[src/hdl/priority_ready_queue_scheduler_assert.svh]
// ----------------------------------------------------------------------------
// priority_ready_queue_scheduler_assert
// Assertion macros for the ready-queue scheduler.
// ----------------------------------------------------------------------------
`ifndef PRIORITY_READY_QUEUE_SCHEDULER_ASSERT_SVH
`define PRIORITY_READY_QUEUE_SCHEDULER_ASSERT_SVH

// Implication checked at every clock edge outside reset.
`define PRQ_ASSERT_IMP(label, ante, cons) \
    label: assert property (@(posedge clk) disable iff (!rst_n) (ante) |-> (cons)) \
        else $error("scheduler check failed");

// Implication whose consequence is checked in the cycle after the antecedent.
`define PRQ_ASSERT_NEXT(label, ante, cons) \
    label: assert property (@(posedge clk) disable iff (!rst_n) (ante) |=> (cons)) \
        else $error("scheduler check failed");

`endif

[src/hdl/prqs_pkg.sv]
// ----------------------------------------------------------------------------
// prqs_pkg
// Shared types and constants of the ready-queue scheduler.
// ----------------------------------------------------------------------------
package prqs_pkg;

    localparam int TASK_COUNT      = 64;
    localparam int PRIORITY_LEVELS = 32;
    localparam int TW = $clog2(TASK_COUNT);
    localparam int PW = $clog2(PRIORITY_LEVELS);
    localparam int LW = TW + 1;
    localparam logic [LW-1:0] NULL_ID = LW'(TASK_COUNT);

    localparam logic [1:0] OP_READY    = 2'd0;
    localparam logic [1:0] OP_REMOVE   = 2'd1;
    localparam logic [1:0] OP_TICK     = 2'd2;
    localparam logic [1:0] OP_SCHEDULE = 2'd3;

    // Command from the controller to the datapath.
    typedef struct packed {
        logic       load;   // capture request, read task tables
        logic       exec;   // perform the operation with read data
        logic       fin;    // find highest level, build result
    } prqs_cmd_t;

    // Status from the datapath to the controller.
    typedef struct packed {
        logic       done;
    } prqs_sts_t;

endpackage

[src/hdl/prqs_ctrl.sv]
// ----------------------------------------------------------------------------
// prqs_ctrl
// Sequencer: load, execute, finish, then hold the result until taken.
// ----------------------------------------------------------------------------
module prqs_ctrl
(
    input  logic                clk,
    input  logic                rst_n,
    input  logic                in_fire,
    input  logic                out_fire,
    input  prqs_pkg::prqs_sts_t sts,
    output prqs_pkg::prqs_cmd_t cmd,
    output logic                in_ready,
    output logic                out_valid
);

    localparam logic [1:0] S_IDLE = 2'd0;
    localparam logic [1:0] S_EXEC = 2'd1;
    localparam logic [1:0] S_FIN  = 2'd2;
    localparam logic [1:0] S_OUT  = 2'd3;

    logic [1:0] state_reg, state_next;

    // Next state.
    always_comb
    begin
        state_next = state_reg;
        unique case (state_reg)
            S_IDLE: if (in_fire) state_next = S_EXEC;
            S_EXEC: state_next = S_FIN;
            S_FIN:  if (sts.done) state_next = S_OUT;
            S_OUT:  if (out_fire) state_next = S_IDLE;
            default: state_next = S_IDLE;
        endcase
    end

    always_ff @(posedge clk or negedge rst_n)
    begin
        if (!rst_n)
            state_reg <= S_IDLE;
        else
            state_reg <= state_next;
    end

    assign in_ready  = (state_reg == S_IDLE);
    assign out_valid = (state_reg == S_OUT);
    assign cmd.load  = in_fire;
    assign cmd.exec  = (state_reg == S_EXEC);
    assign cmd.fin   = (state_reg == S_FIN);

endmodule

[config.mk]
export PLATFORM = sky130hd
export DESIGN_NAME = prqs_ctrl
export DESIGN_NICKNAME = d
export VERILOG_FILES = /design/src/hdl/priority_ready_queue_scheduler_assert.svh /design/src/hdl/prqs_pkg.sv /design/src/hdl/prqs_ctrl.sv
export SDC_FILE = /design/constraint.sdc
export NUM_CORES = 1
export LEC_CHECK = 0
export CORE_AREA = 8 8 45 47
export CTS_CLUSTER_DIAMETER = 100
export DETAILED_ROUTE_END_ITERATION = 6
export DIE_AREA = 0 0 53 55
export DONT_BUFFER_PORTS = 1
export PLACE_DENSITY_LB_ADDON = 0.12
export SYNTH_ARGS = -nofsm -noshare
export SYNTH_HDL_FRONTEND = slang
export SYNTH_SLANG_ARGS = --single-unit
[constraint.sdc]
create_clock -name clk -period 4 [get_ports clk]
set_clock_uncertainty 0.05 [all_clocks]
set_input_delay 0.6 -clock clk [delete_from_list [all_inputs] [get_ports clk]]
set_output_delay 0.6 -clock clk [all_outputs]
set_load 0.1 [all_outputs]
==> flow_summary.ini, run 1 <==
[status]
run_status = completed

[sta]
final.period_utilization_pct = 55.2
final-hold-violation-count = 0
slew_headroom_pct = 31.2
setup_viol = 0
least_margin_pin_slew_ps = 1030
max_freq_mhz = 453
setup_tns_ps = 0
min_period_ps = 2210
unrepaired_setup_endpoints_after_global_routing = no
timing_max_transition_violations_final = 0

[grt]
vias_in_the_first_global_route = 137
grt_remaining_overflow = 0
track_usage_pct = 2.95
maximum_number_of_pins_on_one_net_before_global_route_repair = 5
grt_first_pass_wirelength_um = 565
antenna_found_initial = 0

[drt]
routed.top_layer = met3
dr_wl_met2_um = 155
vias = 115
route.layer.met1.wl_um = 110
per_cell_via_count_in_the_routed_design = 3.29
final_antenna_net_count = 0
drt_drc_violations_left = 0
met3_wirelength_um = 94
initialDrtViolationCount = 4
wl_um = 360
avgRoutedWirePerCell_um = 10.3
detail_route.first_pass.iterations = 4

[synthesis]
synth.ff_latch_count = 2
synth_sequential_area_ratio_pct = 31.0
post_synth.cell_area_avg_sq_um = 10.1
synth_edf_count = 0
netlist_area_sq_um = 161
synth_cells = 16
post-synth-top-area-fraction_pct = 31.0
asyncSetResetFlopFracSynth_pct = 100
synth.largest_area_cell = dfrtp_1
synth_top_flop_cell = dfrtp_1
synth.top_cells.by_area = dfrtp_1 31%, ha_1 31%, inv_1 12%, mux2_1 7.0%, a222oi_1 6.2%
synthMostInstantiatedCell = inv_1
synth.top_cells.by_count = 5 x inv_1, 4 x ha_1, 2 x dfrtp_1
net_count_synth = 25
yosys_warnings = 0
synth_cell_type_count = 8

[floorplan]
die-area_sq_um = 2920
coreArea_sq_um = 1380
start_util_pct = 11.7
fp.dieW_um = 53
chipHeight_um = 55
core.rowCount = 14
boundaryPins = 10

[cts]
clk_root_buffer_cell = clkbuf_4
insertion_delay_to_the_later_sink_of_the_worst_skew_pair_ps = 220
clock_slew_at_reported_path_ffs_ps = 30
post_cts.resized_instances = 0
cts_made_buffers = 3
clock-sinks = 2
post-cts-setup-buffers = 0
postCtsHoldBufs = 0
ctsLongestPathBuffers = 2
tritoncts = built
cts.htree.levels = 1

[flow_run]
maxCapViolCount = 0

[place]
place_area_sq_um = 181
buffers_on_ports = 0
place_congestion = 0.588

[finish]
multi_input_area_sq_um = 85.1
seqCellArea_sq_um = 50.0
drive_above_1_share_pct = 21.1
final_nets = 30
num-fill-cells = 163
syn2layout_area_growth_pct = 26.4
max_reg_flops = 2
design_area_sq_um = 204
antennaDiodeCount = 0

[setup_path]
critical_path_peak_fanout = 3
reg2reg_slack_ps = 1850
critPathLaunch = state_reg[0]
crit_required_ps = 3350
r2r_start = state_reg[0]
crit_path_end_kind = output port
setup.worst_path.start_class = register
reg2reg_depth = 4
crit_type = reg -> out
worst_ep_arrival_time_ps = 1560

[worst_hold_path]
min-delay-path-class = in -> async
[worst paths after layout]
| path | endpoint |
|---|---|
| max in group asynchronous | state_reg[0] |
| worst max-delay path | in_ready |
| worst min register to register | state_reg[1] |
| min in group clk | state_reg[1] |
| worst min-delay path | state_reg[1] |
| worst max register to register | state_reg[1] |
[per-layer routing]
metal,GRT usage [%],vias up
li1,-,55
met1,2.43,53
met2,3.32,7
met3,3.21,0
met4,3.88,0
met5,0,-
[critical path: stages (launching register included)]
cell and delay [ps]:
dfrtp_1 390, inv_1 100, ha_1 850
[final cells by class]
class | count | area share (%)
Inverter | 5 | 9.20
Clock buffer | 3 | 11.0
Tap cell | 16 | 9.82
Timing Repair Buffer | 1 | 3.68
Multi-Input combinational cell | 8 | 41.7
Sequential cell | 2 | 24.5
[kinds of logic after synthesis]
| kind of cell | after synthesis | synth area share (%) |
|---|---|---|
| muxes | 2 | 13.2 |
| buffers and inverters | 6 | 16.3 |
| and+or+nand+nor | 1 | 2.32 |
| adders and majority gates | 4 | 31.0 |
| AOI/OAI and AO/OA | 1 | 6.20 |
| DFF | 2 | 31.0 |
[through the flow]
step	utilization, %	instances	hold WS, ps	setup slack (ps)
after global routing	14.7	35	14.6	1720
after CTS	14.7	35	11.8	1770
after detailed placement	13.1	32	255	1830
after floorplan	-	16	254	1860
after global placement	13.1	32	255	1820
final	14.7	35	23.7	1790
[placed cells by master, fill, tap and decap left out]
| cell type | count |
|---|---|
| clkbuf_4 | 3 |
| mux2i_1 | 1 |
| dfrtp_1 | 2 |
| ha_1 | 4 |
| nor2_1 | 1 |
| buf_4 | 1 |
| inv_1 | 5 |
| a222oi_1 | 1 |
| mux2_1 | 1 |
Power of run 1 is left out: the tool's default activity adds up to more than one toggle a clock period on the data nets, which glitch-free logic cannot reach.
==> inputs of run 2 (changes only) <==
ABC_AREA = 1   (was unset)
clock period = 2.2 ns   (was 4 ns; I/O delays follow)
==> run 2 against run 1 <==
Net effect: synthesized cell count is 56% higher; global-route usage is 0.88 points higher; routed wire length is 20% higher; synthesized area is 20% higher; design area is 32% higher; core utilization is 4.7 points higher; critical path depth is 1 higher; first-iteration DRC count is 25% lower; critical path type unchanged.
==> flow_summary.ini, run 2 <==
[cts]
clock-sinks = 2
cts_made_buffers = 3
ctsLongestPathBuffers = 2
postCtsHoldBufs = 1
cts.htree.levels = 1
post-cts-setup-buffers = 0
post_cts.resized_instances = 0
insertion_delay_to_the_later_sink_of_the_worst_skew_pair_ps = 220
tritoncts = built
clock_slew_at_reported_path_ffs_ps = 30
clk_root_buffer_cell = clkbuf_4

[finish]
antennaDiodeCount = 0
max_reg_flops = 2
finalNonFillerCells = 48
drive_above_1_share_pct = 34.4
final_nets = 43
layout.cells.most_common = inv_1
syn2layout_area_growth_pct = 38.7
final_core_utilization_pct = 19.4
most-common-layout-cells = 7 x inv_1, 5 x nand2_1, 4 x ha_1, 4 x buf_4

[floorplan]
coreArea_sq_um = 1380
start_util_pct = 14.0
boundaryPins = 10
core.rowCount = 14
chipHeight_um = 55
die-area_sq_um = 2920
fp.dieW_um = 53

[synthesis]
synth.ff_latch_count = 2
net_count_synth = 34
synth_sequential_area_ratio_pct = 25.8
synth_cells = 25
synth_cell_type_count = 8
synth.largest_area_cell = dfrtp_1
synth_top_flop_cell = dfrtp_1
post-synth-top-area-fraction_pct = 25.8
asyncSetResetFlopFracSynth_pct = 100
synth_edf_count = 0
yosys_warnings = 0
netlist_area_sq_um = 194
post_synth.cell_area_avg_sq_um = 7.76
synth.top_cells.by_count = 7 x inv_1, 5 x nand2_1, 4 x ha_1, 3 x nand2_2
synth.top_cells.by_area = dfrtp_1 26%, ha_1 26%, inv_1 14%, nand2_1 9.7%, nand2_2 9.7%
synthMostInstantiatedCell = inv_1

[setup_path]
worst_ep_arrival_time_ps = 1180
crit_required_ps = 1820
critical_path_peak_fanout = 4
crit_path_end_kind = output port
crit_type = reg -> out
setup.worst_path.start_class = register

[sta]
setup_viol = 0
timing_max_transition_violations_final = 0
unrepaired_setup_endpoints_after_global_routing = no
final.period_utilization_pct = 70.9
final-hold-violation-count = 0
least_margin_pin_slew_ps = 305
min_period_ps = 1560
setup_tns_ps = 0
max_freq_mhz = 641
slew_headroom_pct = 79.6

[flow_run]
maxCapViolCount = 0

[grt]
maximum_number_of_pins_on_one_net_before_global_route_repair = 5
grt_first_pass_wirelength_um = 759
vias_in_the_first_global_route = 184
grt_remaining_overflow = 0
track_usage_pct = 3.83
antenna_found_initial = 0

[worst_hold_path]
min-delay-path-class = in -> async

[status]
run_status = completed

[place]
buffers_on_ports = 0
dp_hpwl_um = 364
place_congestion = 0.590
placed_cells_incl_taps = 44

[drt]
drt_drc_violations_left = 0
initialDrtViolationCount = 3
per_cell_via_count_in_the_routed_design = 3.25
vias = 156
avgRoutedWirePerCell_um = 9.00
detail_route.first_pass.iterations = 2
wl_um = 432
final_antenna_net_count = 0
[run 2: cell count changes in the layout (fill, tap and decap cells not counted), moves of 2 or more]
cell,before,now
nand4_1,0,2
nand2_2,0,3
buf_4,1,4
inv_1,5,7
nand2_1,0,5
[run 2: cell families (layout without fill, tap and decap cells)]
| family | count (synthesis) | in the layout | share of synthesized area [%] |
|---|---|---|---|
| flops | 2 | 2 | 25.8 |
| buf+inv | 8 | 15 | 17.4 |
| fa+ha+maj | 4 | 4 | 25.8 |
| simple gates | 11 | 11 | 31.0 |
[run 2: cell type report]
| class | instances | area, sq um |
|---|---|---|
| clock buffers | 3 | 22.5 |
| fillers | 154 | 1110 |
| inverters | 7 | 26.3 |
| multi-input cells | 15 | 110 |
| flip-flops and latches | 2 | 50.0 |
| well taps | 16 | 20.0 |
| repair buffers | 5 | 40.0 |
[run 2: routing by layer]
layer / GRT usage (%) / share of wire [%] / up-vias
met2: 5.27 / 46 / 5
li1: - / - / 89
met4: 5.17 / 0 / 0
met5: 0 / 0 / -
met3: 2.67 / 14 / 0
met1: 3.20 / 40 / 62
[run 2: critical path, stage by stage (launching register included)]
cell,delay (ps)
dfrtp_1,400
inv_1,100
ha_1,150
buf_4,300
[run 2: path summary, 6_finish.rpt]
check	start	endpoint	slack, ps	cells after the start
max in group asynchronous	rst_n	state_reg[1]	1690	1
max	state_reg[0]	cmd[0]	640	3
min reg2reg	state_reg[1]	state_reg[1]	490	2
max reg2reg	state_reg[0]	state_reg[0]	810	6
min in group clk	sts	state_reg[1]	330	4
min	rst_n	state_reg[0]	290	1
[run 2: per-stage QoR]
stage / hold WS [ps] / worst slack [ps] / instance area, sq um
5_1_grt: 282 / 567 / 269
6_report: 291 / 640 / 269
3_3_place_gp: -15.5 / 799 / 236
4_1_cts: 278 / 620 / 269
2_1_floorplan: -15.6 / 417 / 194
3_5_place_dp: -15.5 / 793 / 236
Power of run 2 is left out for the same reason.
==> inputs of run 3 (changes only) <==
ABC_AREA = 0   (was 1)
clock period = 1.4 ns   (was 2.2 ns; I/O delays follow)
==> run 3 against run 2 <==
Net effect: the flow now finishes with violations (setup timing); die area did not move; count of clock-buffer cells in the layout is the same; core utilization up 9.3 points; global-route usage did not move; non-clock buffer count is 6 higher; final cell count down 6.3%; hold slack worse by 120 ps; sequential share of layout area shrank 5.7 points; design area increased by 48%; worst setup slack lost 830 ps; flip-flop and latch count is the same; critical endpoint is now state_reg[1]; routed wire length decreased by 4.2%.
==> flow_summary.ini, run 3 (synthesis gave the netlist of run 1 again) <==
[status]
run_status = finished with violations
violations = setup timing

[grt]
grt_first_pass_wirelength_um = 738
vias_in_the_first_global_route = 181
track_usage_pct = 3.83
antenna_found_initial = 0
maximum_number_of_pins_on_one_net_before_global_route_repair = 5
grt_remaining_overflow = 0

[drt]
drt_drc_violations_left = 0
avgRoutedWirePerCell_um = 9.20
final_antenna_net_count = 0
wl_um = 414
vias = 158
detail_route.first_pass.iterations = 4
initialDrtViolationCount = 8
per_cell_via_count_in_the_routed_design = 3.51

[cts]
cts.htree.levels = 1
cts_made_buffers = 3
clk_root_buffer_cell = clkbuf_4
insertion_delay_to_the_later_sink_of_the_worst_skew_pair_ps = 220
clock-sinks = 2
ctsLongestPathBuffers = 2
clock_slew_at_reported_path_ffs_ps = 30
tritoncts = built

[finish]
final_nets = 40
finalNonFillerCells = 45
drive_above_1_share_pct = 72.4
final_core_utilization_pct = 28.8
num-fill-cells = 144
syn2layout_area_growth_pct = 147
max_reg_flops = 2
most-common-layout-cells = 4 x ha_4, 4 x buf_12
antennaDiodeCount = 0

[sta]
slew_headroom_pct = 82.1
least_margin_pin_slew_ps = 269
fin_ws_ps = -193
min_period_ps = 1590
final-hold-violation-count = 0
unrepaired_setup_endpoints_after_global_routing = yes
max_freq_mhz = 628
final.period_utilization_pct = 114
fin_hold_ws_ps = 170
setup_viol = 4
timing_max_transition_violations_final = 0

[floorplan]
chipHeight_um = 55
fp.dieW_um = 53
start_util_pct = 11.7
die-area_sq_um = 2920
coreArea_sq_um = 1380
core.rowCount = 14
boundaryPins = 10

[setup_path]
critical_path_peak_fanout = 4
reg2reg_depth = 4
crit_path_max_incr_delay_ps = 450
setup.worst_path.start_class = register
reg2reg_slack_ps = -190
worst_ep_arrival_time_ps = 1640
crit_required_ps = 1450
r2r_start = state_reg[1]
crit_type = reg -> reg
critical_path_buf_inv_count = 1
cell_family_with_most_cp_delay = flip-flops
cells_along_the_critical_path = ha_4 -> a222oi_1 -> buf_4 -> mux2_4
r2r-end = state_reg[1]
crit_path_end_kind = register
critPathSlowestCell = dfrtp_2

[place]
place_congestion = 0.724
placed_cells_incl_taps = 39
placement.setup.worst_slack_ps = -219
buffers_on_ports = 0

[flow_run]
maxCapViolCount = 0

[worst_hold_path]
min-delay-path-class = in -> async
==> run 3: routing by layer <==
metal / global-route usage (%) / share of wire, % / vias up
li1: - / - / 78
met5: 0 / 0 / -
met1: 4.11 / 43 / 70
met2: 4.49 / 41 / 10
met4: 5.17 / 0 / 0
met3: 2.14 / 15 / 0
==> run 3: area by class of cell <==
| class | count | area (sq um) | area share [%] |
|---|---|---|---|
| well taps | 16 | 20.0 | 5.03 |
| multi-input cells | 8 | 139 | 34.9 |
| repair buffers | 11 | 146 | 36.8 |
| flip-flops and latches | 2 | 51.3 | 12.9 |
| inverters | 5 | 18.8 | 4.72 |
| clock buffers | 3 | 22.5 | 5.66 |
==> run 3: what timing repair did <==
item | CTS | global route
gates resized for setup | 12 | 8
pin swaps | 2 | 3
endpoints found under the hold margin | 2 | 0
hold buffers | 1 | 0
buffers inserted | 2 | 2
setup endpoints to repair | 6 | 6
==> run 3: worst register-to-register path: cells and delay by family (launching register included) <==
kind	cells	cell delay [ps]
AOI/OAI and AO/OA	1	320
adders and majority gates	1	180
buffers and inverters	1	180
DFF	1	450
muxes	1	290
==> run 3: per-stage QoR <==
stage / TNS [ps] / instance area [sq um]
floorplan: -713 / 189
global placement: -437 / 274
detailed placement: -404 / 274
CTS: -578 / 364
global route: -695 / 398
finish: -371 / 398
==> run 3: worst max path at each step <==
stage,depth (start not counted),from,end
final,4,state_reg[1],state_reg[1]
after global routing,4,state_reg[1],state_reg[1]
after CTS,5,state_reg[0],state_reg[1]
after detailed placement,4,state_reg[0],state_reg[1]
after global placement,4,state_reg[0],state_reg[1]
after floorplan,3,state_reg[1],state_reg[1]
Power of run 3 is left out for the same reason.
